`src/motion_tween_generator_macros.svh`:
```
// Assertion helpers used by the motion tween generator module.
`ifndef MOTION_TWEEN_GENERATOR_MACROS_SVH
`define MOTION_TWEEN_GENERATOR_MACROS_SVH

// Same-cycle implication, checked on every rising edge outside reset.
`define MTG_ASSERT_NOW(label, ante, cons, msg) \
  label: assert property (@(posedge clk) disable iff (rst) (ante) |-> (cons)) else $error(msg);

// Next-cycle implication.
`define MTG_ASSERT_NEXT(label, ante, cons, msg) \
  label: assert property (@(posedge clk) disable iff (rst) (ante) |=> (cons)) else $error(msg);

`endif

```
`src/mtg_pkg.sv`:
```
`timescale 1ns / 1ps
// ----------------------------------------------------------------------------
// mtg_pkg
// Shared types and constants for the motion tween generator.
// ----------------------------------------------------------------------------
package mtg_pkg;

  localparam int ATAN_LEN = 24;
  localparam int CNT_W    = 5;
  localparam int PROD_W   = 68;
  localparam int OPND_W   = 34;
  localparam int TRIG_SH  = 30;

  localparam logic signed [33:0] CORDIC_GAIN_START = 34'sd652032874;

  localparam logic [31:0] ATAN_TAB [ATAN_LEN] = '{
    32'h20000000, 32'h12E4051E, 32'h09FB385B, 32'h051111D4, 32'h028B0D43, 32'h0145D7E1,
    32'h00A2F61E, 32'h00517C55, 32'h0028BE53, 32'h00145F2F, 32'h000A2F98, 32'h000517CC,
    32'h00028BE6, 32'h000145F3, 32'h0000A2FA, 32'h0000517D, 32'h000028BE, 32'h0000145F,
    32'h00000A30, 32'h00000518, 32'h0000028C, 32'h00000146, 32'h000000A3, 32'h00000051
  };

  // Register indexes
  localparam logic [2:0] REG_START_XY     = 3'd0;
  localparam logic [2:0] REG_END_XY       = 3'd1;
  localparam logic [2:0] REG_SPEED_ACCEL  = 3'd2;
  localparam logic [2:0] REG_HEADING_TURN = 3'd3;
  localparam logic [2:0] REG_DURATION     = 3'd4;
  localparam logic [2:0] REG_INV_DURATION = 3'd5;
  localparam logic [2:0] REG_MODE         = 3'd6;

  // Modes
  localparam logic [3:0] MODE_LINEAR  = 4'd0;
  localparam logic [3:0] MODE_SQUARE  = 4'd1;
  localparam logic [3:0] MODE_CUBE    = 4'd2;
  localparam logic [3:0] MODE_QUART_L = 4'd3;
  localparam logic [3:0] MODE_QUART_H = 4'd6;
  localparam logic [3:0] MODE_SMOOTH  = 4'd7;
  localparam logic [3:0] MODE_SPEED   = 4'd8;
  localparam logic [3:0] MODE_ACCEL   = 4'd9;
  localparam logic [3:0] MODE_TURN    = 4'd10;

  localparam logic OP_TICK = 1'b0;
  localparam logic OP_ARM  = 1'b1;

  typedef struct packed {
    logic        start;
    logic [31:0] angle;
  } cordic_req_t;

  typedef struct packed {
    logic               done;
    logic signed [33:0] cos_v;
    logic signed [33:0] sin_v;
  } cordic_rsp_t;

endpackage

```
`src/mtg_cordic.sv`:
```
`timescale 1ns / 1ps
// ----------------------------------------------------------------------------
// mtg_cordic
// Iterative rotation-mode CORDIC, one micro-rotation per cycle.
// ----------------------------------------------------------------------------
module mtg_cordic #(
  parameter int CORDIC_STEPS = 16
) (
  input  logic                 clk,
  input  logic                 rst,
  input  mtg_pkg::cordic_req_t req,
  output mtg_pkg::cordic_rsp_t rsp
);

  logic                            busy;
  logic                            done;
  logic                            flip;
  logic [mtg_pkg::CNT_W-1:0]       cnt;
  logic signed [33:0]              x, y, z;
  logic signed [33:0]              x_sh, y_sh, atan_v;
  logic [31:0]                     ang_fold;

  assign ang_fold = {req.angle[31] ^ (req.angle[31] ^ req.angle[30]), req.angle[30:0]};
  assign x_sh     = x >>> cnt;
  assign y_sh     = y >>> cnt;
  assign atan_v   = signed'({2'b00, mtg_pkg::ATAN_TAB[cnt]});

  always_ff @(posedge clk) begin
    if (rst) begin
      busy <= 1'b0;
      done <= 1'b0;
      cnt  <= '0;
    end else begin
      done <= 1'b0;
      if (req.start) begin
        busy <= 1'b1;
        cnt  <= '0;
      end else if (busy) begin
        cnt <= cnt + 1'b1;
        if (cnt == mtg_pkg::CNT_W'(CORDIC_STEPS - 1)) begin
          busy <= 1'b0;
          done <= 1'b1;
        end
      end
    end
  end

  // Fold into +-90 degrees: flip when the angle sits in the back half-turn
  always_ff @(posedge clk) begin
    if (req.start) begin
      flip <= req.angle[31] ^ req.angle[30];
      x    <= mtg_pkg::CORDIC_GAIN_START;
      y    <= '0;
      z    <= 34'(signed'(ang_fold));
    end else if (busy) begin
      if (!z[33]) begin
        x <= x - y_sh;
        y <= y + x_sh;
        z <= z - atan_v;
      end else begin
        x <= x + y_sh;
        y <= y - x_sh;
        z <= z + atan_v;
      end
    end
  end

  assign rsp.done  = done;
  assign rsp.cos_v = flip ? -x : x;
  assign rsp.sin_v = flip ? -y : y;

endmodule

```
`config.mk`:
```
export PLATFORM = sky130hd
export DESIGN_NAME = mtg_cordic
export DESIGN_NICKNAME = d
export VERILOG_FILES = /design/src/motion_tween_generator_macros.svh /design/src/mtg_pkg.sv /design/src/mtg_cordic.sv
export SDC_FILE = /design/constraint.sdc
export NUM_CORES = 1
export LEC_CHECK = 0
export ABC_AREA = 1
export BUFFER_PORTS_ARGS = -buffer_cell sky130_fd_sc_hd__buf_2
export CORE_MARGIN = 4
export CORE_UTILIZATION = 55
export CTS_CLUSTER_SIZE = 14
export DETAILED_ROUTE_END_ITERATION = 8
export PLACE_DENSITY = 0.73
export SLEW_MARGIN = 20
export SYNTH_ARGS = -nofsm -noshare
export SYNTH_HDL_FRONTEND = slang
export SYNTH_SLANG_ARGS = --single-unit
```
`constraint.sdc`:
```
create_clock -name clk -period 13.02 [get_ports clk]
set_input_delay 3.255 -clock clk [delete_from_list [all_inputs] [get_ports clk]]
set_output_delay 3.255 -clock clk [all_outputs]
set_load 0.05 [all_outputs]
```
==> out/metrics.yaml <==
cts:
  clk_path_buf_depth: 2
  cts_made_buffers: 9
  cts.sinks: 110
  cts_setup_buffers: 0
  ctsHoldBuffers: 0
  cts-htree-levels: 3
  cts-root-buf: "clkbuf_16"
  ctsResizeCount: 0
  clk_latency_ns: 0.41
  clk_pin_slew_worst_paths_ns: 0.09
  cts_tree: "done"
routing:
  wl_per_cell_um: 19.5
  vias: 20461
  drcViolationCount: 0
  vias_per_cell: 6.00
  wl_mm: 66.5
  drt_iter0_markers: 2217
  antenna_left: 0
  first_pass_iters: 6
setup_path:
  critPathLaunchType: "flip-flop"
  critPathKind: "flip-flop to output port"
  cp.required_ns: 9.76
  crit_path_max_fanout: 5
  timing.rr.end: "y[31]$_SDFFE_PP0P_"
  slowest_delay_ns: 0.48
  r2r_cells: 30
  cp.arrival_ns: 3.69
  slowest_stage: "dfxtp_1"
  worst-r2r-setup-slack_ns: 6.63
  critPathCaptureType: "output port"
  crit_path_start: "x[1]$_SDFFE_PP1P_"
  rr_startpoint: "cnt[2]$_SDFFE_PP0P_"
  critPathCapture: "rsp[66]"
  crit_chain: "inv_1, ha_1, inv_1, nor3_1, nand3_1, nor3_1, nand2_1, o21ai_1, o21ai_0, a21oi_1, o21ai_0, o21bai_1, nor2_1, xnor2_1, buf_2"
timing:
  rsz0062_at_grt: "false"
  max_freq_mhz: 144
  clock_skew_ns: 0.0151
  max_slew_margin: 0.330
  min_period_ns: 6.95
  finalSetupViolations: 0
  maxSlewViolCount: 0
  worst_slew_pin_slew_ns: 1.01
  period_share: 0.534
  setup-tns-final_ns: 0
  hold_viol_final: 0
final_layout:
  layout_commonest_cell: "nand2_1"
  syn2layout_area_growth_pct: 4.28
  fin_nets: 3155
  fin_area_um2: 18300
  final_cell_mix: "856 x nand2_1, 384 x nand3_1, 296 x inv_1, 258 x nor2_1, 201 x a21oi_1"
  n_fill_cell: 3218
  drive_gt1_frac: 0.0818
  fin_cells: 3410
power_and_ir_drop:
  leakagePower_nw: 9.44
  power_density_nw_per_um2: 241
  ir_worst_vdd_v: 0.000156
placed_design:
  dp.final_hpwl_mm: 51.1
  port_buffers: 103
  place_congestion: 1.03
  placedCellCount: 3393
  dpl_cell_area_um2: 18000
synthesis:
  synth_edf_count: 35
  synth_mux_area_frac: 0
  synth_adder_area_share: 0.0856
  synthesis.area_um2: 17500
  synth_xor_area_frac: 0.0935
  yosys_warnings: 0
  synth_compound_area_frac: 0.161
  synthDistinctLibCells: 65
  syn-num-nets: 3149
  async_reset_ff_frac: 0
  synth_seq_area_share: 0.146
  ys.flop_type: "dfxtp_1"
  synth-simple-area-share: 0.407
  synth_cells: 2996
  ys_seq_elements: 110
  avgSynthCellArea_um2: 5.85
  synth_top_family_by_area: "simple AND/OR/NAND/NOR gates"
floorplanning:
  start_util: 0.557
  ioPinCount: 104
  fp.dieW_um: 186
  die-area_um2: 34800
  fp.dieH_um: 186
  core_region_area_um2: 31500
  rows: 65
global_routing:
  grt_pass1_wl_mm: 104
  grt_pass1_vias: 19174
  grt_max_degree: 75
  track_usage: 0.368
  grt-ovfl-total: 0
  antenna_found_initial: 0
worst_hold_path:
  worstHoldStart: "x[3]$_SDFFE_PP1P_"
  min_path_cells: 2
  hp-class: "flip-flop to flip-flop"
flow_run:
  maxCapViolations: 0
status:
  outcome: "finished clean"
layer usage:
layer,global-route usage,part of all wire
met1,0.474,0.41
met2,0.596,0.45
met3,0.0660,0.087
met4,0.182,0.055
met5,0,0
Yosys cell counts, types with 39 or more instances:
master,n,area share
a21oi_1,201,0.057
buf_2,39,0.011
clkbuf_1,40,0.0086
dfxtp_1,75,0.086
ha_1,115,0.082
inv_1,299,0.064
nand2_1,856,0.18
nand3_1,384,0.11
nor2_1,259,0.055
o21ai_0,148,0.042
xnor2_1,53,0.026
xor2_1,134,0.067
cells by family (layout without fill, tap and decap cells):
group                    Yosys count  in the layout
other                              0              1
AO/OA/AOI/OAI                    496            496
XOR/XNOR                         187            187
buffers and inverters            438            449
flip-flops                       110            110
adder cells (fa/ha/maj)          118            118
AND/OR/NAND/NOR                 1647           1647
power by group:
part	leakage [nW]	internal, mW	switching, mW
logic	8.33	1.11	2.36
registers	0.976	0.465	0.165
clock network	0.134	0.133	0.165
total	9.44	1.71	2.69
worst max-delay path: cells and delay by family, from the launching register on:
| family | cells | cell delay (ns) |
|---|---|---|
| AO/OA/AOI/OAI | 5 | 1.06 |
| AND/OR/NAND/NOR | 5 | 0.87 |
| buffers and inverters | 3 | 0.56 |
| flip-flops | 1 | 0.48 |
| adder cells (fa/ha/maj) | 1 | 0.16 |
| XOR/XNOR | 1 | 0.14 |
flip-flops by register name, summed over array words and instances (netlist names):
name	flops
x	34
y	34
z	34
cnt	5
busy	1
done	1
flip	1
how the worst min path moves through the flow:
stage | end | slack [ns]
global placement | x[3]$_SDFFE_PP1P_ | 0.59
floorplan | x[3]$_SDFFE_PP1P_ | 0.50
finish | x[3]$_SDFFE_PP1P_ | 0.61
detailed placement | x[3]$_SDFFE_PP1P_ | 0.59
global route | x[3]$_SDFFE_PP1P_ | 0.64
CTS | x[3]$_SDFFE_PP1P_ | 0.61
per-stage QoR:
stage / hold slack, ns / utilization / worst slack, ns / power [mW]
finish: 0.605 / 0.581 / 6.07 / 4.40
global route: 0.635 / 0.580 / 5.82 / 4.78
CTS: 0.606 / 0.580 / 6.14 / 4.33
detailed placement: 0.592 / 0.572 / 6.58 / 4.02
global placement: 0.586 / 0.572 / 6.57 / 3.96
floorplan: 0.505 / - / 6.91 / 3.19
final cells by class:
type	count	area [µm²]	area share
clock inverter	6	46.3	0.00253
antenna	1	2.50	0.000137
clock buffer	10	230	0.0126
tap	402	503	0.0275
sequential	110	2560	0.140
multi-input combinational	2448	13100	0.717
timing repair buffer	121	651	0.0356
inverter	312	1180	0.0647
Power figures use the tool's default switching activity.
